<file path="src/rtl/assert_macros.svh">
// Assertion macros shared by the RTL. Each macro expands to a labelled
// concurrent assertion in simulation and to nothing in synthesis.
`ifndef ASSERT_MACROS_SVH
`define ASSERT_MACROS_SVH
`ifndef SYNTHESIS
// Checked on every rising edge of clk, switched off while rst is high.
`define ASSERT_RST(label, clk, rst, prop) \
  label: assert property (@(posedge clk) disable iff (rst) prop) \
    else $error("assertion failed");
// Checked on every rising edge of clk, reset included.
`define ASSERT_ALWAYS(label, clk, prop) \
  label: assert property (@(posedge clk) prop) \
    else $error("assertion failed");
`else
`define ASSERT_RST(label, clk, rst, prop)
`define ASSERT_ALWAYS(label, clk, prop)
`endif
`endif

</file>
<file path="src/rtl/hmp_pkg.sv">
package hmp_pkg;

  localparam logic MODE_MD5    = 1'b0;
  localparam logic MODE_SHA256 = 1'b1;

  localparam logic [7:0] PAD_MARK = 8'h80;

  typedef struct packed {
    logic [7:0] data_byte;
    logic       has_byte;
    logic       is_last;
  } in_item_t;

  typedef struct packed {
    logic [31:0] block_word;
    logic [3:0]  word_index;
    logic        message_end;
    logic        run_end;
  } out_item_t;

  // Progress of the padding sequence for one message.
  typedef struct packed {
    logic       first;   // next word holds the 0x80 mark
    logic       extra;   // the length goes into the following block
    logic [3:0] widx;    // index of the next word in its block
    logic [1:0] mpos;    // byte position of the 0x80 mark in the first word
  } pad_ctl_t;

  // Turns a word whose first byte sits in bits 31..24 into the word the
  // selected hash expects.
  function automatic logic [31:0] order_word(logic mode, logic [31:0] w);
    logic [31:0] r;
    if (mode == MODE_SHA256) begin
      r = w;
    end else begin
      r = {w[7:0], w[15:8], w[23:16], w[31:24]};
    end
    return r;
  endfunction

endpackage

</file>
<file path="src/rtl/hmp_pad_word.sv">
module hmp_pad_word
  import hmp_pkg::*;
(
  input  logic        mode,
  input  pad_ctl_t    ctl,
  input  logic [23:0] accum,
  input  logic [63:0] bit_len,
  output logic [31:0] word,
  output logic        last_word
);

  logic [31:0] mark_word;
  logic        in_len;

  // Held bytes come first, newest in the low bits of accum.
  always_comb begin
    case (ctl.mpos)
      2'd0:    mark_word = {PAD_MARK, 24'h0};
      2'd1:    mark_word = {accum[7:0], PAD_MARK, 16'h0};
      2'd2:    mark_word = {accum[15:8], accum[7:0], PAD_MARK, 8'h0};
      default: mark_word = {accum[23:16], accum[15:8], accum[7:0], PAD_MARK};
    endcase
  end

  assign in_len    = !ctl.extra && (ctl.widx[3:1] == 3'b111);
  assign last_word = !ctl.extra && (ctl.widx == 4'hf);

  // The length words need no reordering: each mode simply takes the
  // halves of the bit count in its own order.
  always_comb begin
    if (ctl.first) begin
      word = order_word(mode, mark_word);
    end else if (in_len) begin
      if ((mode == MODE_SHA256) == (ctl.widx[0] == 1'b0)) begin
        word = bit_len[63:32];
      end else begin
        word = bit_len[31:0];
      end
    end else begin
      word = 32'h0;
    end
  end

endmodule

</file>
<file path="src/rtl/hash_message_padder.sv">
// Message padding front end for MD5 and SHA-256.
// The input channel (in_valid, in_stall, in_item) carries one message byte
// per transfer, with has_byte and is_last flags. The output channel
// (out_valid, out_stall, out_item) carries one 32-bit block word per
// transfer with its index in the 64-byte block, message_end on the final
// word of the padded message, and run_end on the last word caused by one
// input transfer. The cfg channel writes the mode bit: 0 selects MD5
// (little-endian), 1 selects SHA-256 (big-endian). cfg_ready is always high.
// Throughput is one byte per cycle while in_stall is low. A word appears in
// the output register the cycle after the transfer of its fourth byte. On an
// is_last transfer the padding words follow, one per cycle while the receiver
// does not stall; there are 16 - (n mod 64)/4 of them, or 16 more when
// n mod 64 is 56 or above (n = message length in bytes). in_stall is held
// high while padding runs.
// When the receiver stalls, the output register holds its word and in_stall
// rises in the same cycle, so nothing is lost. A synchronous reset empties
// the output register, abandons any message in progress and selects MD5.
`include "assert_macros.svh"

module hash_message_padder
  import hmp_pkg::*;
(
  input  logic      clk,
  input  logic      rst,
  input  logic      in_valid,
  output logic      in_stall,
  input  in_item_t  in_item,
  output logic      out_valid,
  input  logic      out_stall,
  output out_item_t out_item,
  input  logic      cfg_valid,
  output logic      cfg_ready,
  input  logic      cfg_data
);

  // Message state: bytes taken so far and the bytes of the unfinished word.
  logic [60:0] byte_count;
  logic [60:0] byte_count_next;
  logic [23:0] accum;
  logic [23:0] accum_next;
  logic        mode;

  // Padding state. While pad is set the block emits padding words and
  // takes no input; byte_count then holds the message length.
  logic        pad;
  pad_ctl_t    ctl;

  logic        out_free;
  logic        in_fire;
  logic [1:0]  pos;
  logic        word_done;
  logic [31:0] data_word;
  logic [31:0] pad_word;
  logic        pad_last;
  logic        pad_fire;

  // The output register can load when it is empty or its word is leaving.
  assign out_free  = !out_valid || !out_stall;
  assign in_stall  = pad || !out_free;
  assign in_fire   = in_valid && !in_stall;
  assign pad_fire  = pad && out_free;
  assign cfg_ready = 1'b1;

  assign pos       = byte_count[1:0];
  assign word_done = in_item.has_byte && (pos == 2'd3);
  assign data_word = order_word(mode, {accum, in_item.data_byte});

  always_comb begin
    byte_count_next = byte_count;
    accum_next      = accum;
    if (in_item.has_byte) begin
      byte_count_next = byte_count + 61'd1;
      if (pos == 2'd3) begin
        accum_next = 24'h0;
      end else begin
        accum_next = {accum[15:0], in_item.data_byte};
      end
    end
  end

  hmp_pad_word u_pad_word (
    .mode      (mode),
    .ctl       (ctl),
    .accum     (accum),
    .bit_len   ({byte_count, 3'b000}),
    .word      (pad_word),
    .last_word (pad_last)
  );

  always_ff @(posedge clk) begin
    if (rst) begin
      mode <= MODE_MD5;
    end else if (cfg_valid && cfg_ready) begin
      mode <= cfg_data;
    end
  end

  always_ff @(posedge clk) begin
    if (rst) begin
      byte_count <= 61'd0;
      accum      <= 24'h0;
      pad        <= 1'b0;
      ctl        <= '0;
    end else if (in_fire) begin
      byte_count <= byte_count_next;
      accum      <= accum_next;
      if (in_item.is_last) begin
        // The mark lands at byte n mod 64; from byte 56 on the length
        // does not fit and a further block follows.
        pad        <= 1'b1;
        ctl.first  <= 1'b1;
        ctl.extra  <= (byte_count_next[5:3] == 3'b111);
        ctl.widx   <= byte_count_next[5:2];
        ctl.mpos   <= byte_count_next[1:0];
      end
    end else if (pad_fire) begin
      ctl.first <= 1'b0;
      ctl.widx  <= ctl.widx + 4'd1;
      if (ctl.widx == 4'hf) begin
        ctl.extra <= 1'b0;
      end
      if (pad_last) begin
        pad        <= 1'b0;
        byte_count <= 61'd0;
        accum      <= 24'h0;
      end
    end
  end

  // Output register: a completed data word or the next padding word.
  always_ff @(posedge clk) begin
    if (rst) begin
      out_valid <= 1'b0;
    end else if (out_free) begin
      out_valid <= (in_fire && word_done) || pad_fire;
    end
  end

  always_ff @(posedge clk) begin
    if (out_free) begin
      if (pad) begin
        out_item.block_word  <= pad_word;
        out_item.word_index  <= ctl.widx;
        out_item.message_end <= pad_last;
        out_item.run_end     <= pad_last;
      end else begin
        out_item.block_word  <= data_word;
        out_item.word_index  <= byte_count[5:2];
        out_item.message_end <= 1'b0;
        out_item.run_end     <= !in_item.is_last;
      end
    end
  end

  // The final word always closes the run and sits at the end of a block.
  `ASSERT_ALWAYS(a_end_closes_run, clk,
    (out_valid && out_item.message_end) |-> out_item.run_end)
  `ASSERT_RST(a_end_index, clk, rst,
    (out_valid && out_item.message_end) |-> (out_item.word_index == 4'hf))
  // Once the final padding word is taken, a fresh message starts.
  `ASSERT_RST(a_pad_done, clk, rst,
    (pad_fire && pad_last) |=> (!pad && (byte_count == 61'd0) && (accum == 24'h0)))
  // The mark word is always the first word of the padding.
  `ASSERT_RST(a_mark_first, clk, rst,
    (pad_fire && ctl.first) |=> (!ctl.first))

endmodule
</file>
<file path="config.mk">
export PLATFORM = sky130hd
export DESIGN_NAME = hash_message_padder
export DESIGN_NICKNAME = d
export VERILOG_FILES = /design/src/rtl/hmp_pkg.sv /design/src/rtl/hmp_pad_word.sv /design/src/rtl/hash_message_padder.sv
export VERILOG_INCLUDE_DIRS = /design/src /design/src/rtl
export SDC_FILE = /design/constraint.sdc
export NUM_CORES = 1
export LEC_CHECK = 0
export BUFFER_PORTS_ARGS = -buffer_cell sky130_fd_sc_hd__buf_2
export CORE_MARGIN = 2
export CORE_UTILIZATION = 55
export DETAILED_ROUTE_END_ITERATION = 8
export GPL_TIMING_DRIVEN = 0
export MAX_ROUTING_LAYER = met4
export PLACE_DENSITY = 0.78
export SLEW_MARGIN = 0
export SYNTH_ARGS = -nofsm -noshare
export SYNTH_HDL_FRONTEND = slang
export SYNTH_SLANG_ARGS = --single-unit
</file>
<file path="constraint.sdc">
create_clock -name clk -period 3.4 [get_ports clk]
set_clock_uncertainty 0.2 [all_clocks]
set_input_delay 0.17 -clock clk [delete_from_list [all_inputs] [get_ports clk]]
set_output_delay 0.17 -clock clk [all_outputs]
set_load 0.01 [all_outputs]
</file>
==> impl_results.md <==
- Layout Nets: 975
- P_sw: 1.02 mW
- FF-to-FF Start: ctl[2]
- Clock Root Buffer: clkbuf_16
- Clock power frac: between 40% and 50%
- Via count: roughly 7.3k
- Total GRT Usage: 33.5%
- Hold Path Class: input port to register
- Placed Cells: 1099
- Primary FF master, synth: dfxtp_1
- Synth cell count leaders: nand2_1 (139), dfxtp_1 (96), a21oi_1 (75), nand3_1 (51), nor2_1 (45)
- DRC violation total after the first TritonRoute iteration: about 900
- Period utilization: between 80% and 90%
- Reg-to-reg endpoint: accum[13]
- Hold_sp: rst
- Final Cell Area: 8770 sq um
- Leakage: 3.00 nW
- Vias in the first global route: 6664
- Register bit total from synthesis: 134
- Final setup fails: 0
- Asr flop ratio synth: 0%
- Largest net degree at the start of global routing: 44
- Top-area cell type share of the netlist area: 25.8%
- MaxCap Viol Count: 0
- Syn nets: ~890
- CTS resizes: 0
- Worst skew pair latency: 0.43 ns
- Worst Hold Depth: 3
- Seq pwr share: roughly 41%
- Hold EP: byte_count[55]
- Worst-Margin Slew: 0.843 ns
- Post-route DRC: 0
- Fin Hold WS: 0.0984 ns
- RSZ-0062 raised after global routing: no
- Clk slew on worst S/H paths: 0.06 ns
- # IOs: between 50 and 60
- Achievable Freq: 358 MHz
- Initial antenna violation count: 0
- CP max FO: 10
- DRT antenna net count: 0
- DP Area: 7950 sq um
- Cts hold-fix bufs: 15
- Mean Syn Cell Area: 8.56 sq um
- Die Y: between 100 and 150 microns
- Fin cells: 1146
- Routability congestion estimate: 0.977
- DP Wirelength: 16.3 mm
- Final hold violations: 0
- Status: finished, final reports clean
- Net Sw Frac: 24.0%
- Post-synth EDFFs: 38
- Clk sink count: 134
- Area growth, synth to finish: 17.9%
- DIE WIDTH: 120 microns
- Crit path DAT: 2.94 ns
- Row Count: 42
- Drt first pass iters: 6
- Post-route minimum period: 2.79 ns
- Max Buffers Root-to-Sink: 2
- P_int: approximately 3.2 mW
- H-tree depth: 4
- Combinational power share: a little under a tenth
- Netlist cell types: 57
- Critical Path RT: 3.54 ns
- Yosys warnings: 0
- Mapped Area: 7440 sq um
- Setup_tns: 0 ns
- Setup CP Type: register to register
- Max Slew Vio Count: 0
- Setup bufs post-CTS: 0
- # port buffers: 52
- Dominant cell type by area after synthesis: dfxtp_1
- Final Power: 4.23 mW
- Synth top area cells: dfxtp_1 (26%), edfxtp_1 (15%), nand2_1 (7.0%)
- Die ar.: about 14000 sq um
- Peak VDD IR: approximately 0.00037 V
- Worst Setup End Kind: register
- Total CTS buffers: 17
- Max transition margin: between 40% and 50%
- Vias per cell: roughly 6.4
- Reg2Reg Depth: 7
- Antenna cells: 0
- Synth Instances: 870
- Core Area: 13200 sq um
- Startpoint Class: register
- Share of post-route cells with drive strength above 1: 15.6%
- Final Routed Wirelength: 23.1 mm
- Pwr Density: 482 nW/um^2
- Routed len/inst: 20.2 microns
- Gr ovfl total: 0
- R2r setup slk: 0.61 ns
- Register area share after synthesis: 41.1%
- First-pass GRT wire length: 36.3 mm
- Most frequent cell after synthesis: nand2_1
- Initial core utilization: 56.2%
- TritonCTS clock tree: done
## per-layer routing
layer / part of all wire [%] / wire [microns] / track usage, % / vias up
met3: 9.1 / 2110 / 7.12 / 78
li1: - / - / - / 3383
met4: 4.4 / 1010 / 15.6 / 0
met5: 0 / 0 / - / -
met1: 40 / 9320 / 42.9 / 3408
met2: 46 / 10700 / 50.9 / 425
## cells by family after synthesis
group | Yosys count | synth area share [%]
multiplexers | 76 | 10.8
XOR/XNOR | 21 | 2.47
buffers and inverters | 82 | 4.35
AO/OA/AOI/OAI | 211 | 18.2
flip-flops | 134 | 41.1
adder cells (fa/ha/maj) | 2 | 0.336
other | 1 | 0.0504
AND/OR/NAND/NOR | 343 | 22.7
## critical path, cell delays in order (launching register included)
cell	delay, ns
dfxtp_1	0.40
ha_1	0.29
and4_1	0.19
buf_2	0.18
nor2_1	0.63
clkbuf_1	0.48
nand2_1	0.12
a21oi_1	0.20
## final cells by class
class	instances	area [sq um]
tap	176	220
buffer	64	256
sequential	134	3060
multi-input combinational	654	4060
fill	1092	4470
clock buffer	22	517
inverter	18	67.6
timing repair buffer	68	430
clock inverter	10	161
## per-stage QoR
step                      setup WS [ns]  util [%]
after floorplan                   0.488         -
after global placement           -0.382      59.8
after detailed placement          0.683      60.0
after CTS                         0.660      66.3
after global routing              0.415      66.3
final                             0.605      66.3
## cell usage in the layout (no fill, tap or decap), types with 6 or more instances in the layout
master	n
xor2_1	15
nor2_1	45
inv_1	17
nor3_1	13
or2_2	15
or4_1	13
o31ai_1	7
nor2b_1	6
nand4_1	19
or3_1	12
clkbuf_16	19
o21ai_0	28
a22oi_1	7
edfxtp_1	38
buf_2	61
nand2_1	138
dfxtp_1	96
dlygate4sd3_1	15
o22ai_1	14
o211ai_1	31
mux2i_1	44
o22a_1	14
nor4_1	7
clkbuf_1	44
buf_1	9
and3_1	6
nand3_1	51
o2111ai_1	9
a21oi_1	75
xnor2_1	6
mux2_2	32
## registers in the layout, summed over array words and instances (netlist names)
signal,count
accum,24
mode,1
out_item,38
byte_count,61
out_valid,1
ctl,8
pad,1
## power by group through the flow
stage               clock network [mW]  registers [mW]  logic [mW]
detailed placement                   0            1.76       0.377
global placement                     0            1.76       0.371
CTS                               2.10            1.73       0.392
finish                            2.10            1.73       0.398
floorplan                            0            1.78       0.220
global route                      2.17            1.73       0.430
## how the worst max path moves through the flow
stage	slack, ns	to	startpoint
2_1_floorplan	0.49	accum[12]	out_valid
3_3_place_gp	-0.38	accum[7]	out_valid
3_5_place_dp	0.68	byte_count[60]	byte_count[1]
4_1_cts	0.66	accum[13]	out_valid
5_1_grt	0.41	byte_count[60]	byte_count[1]
6_report	0.61	accum[13]	ctl[2]
Note: power is estimated with default switching activity, not from simulation.
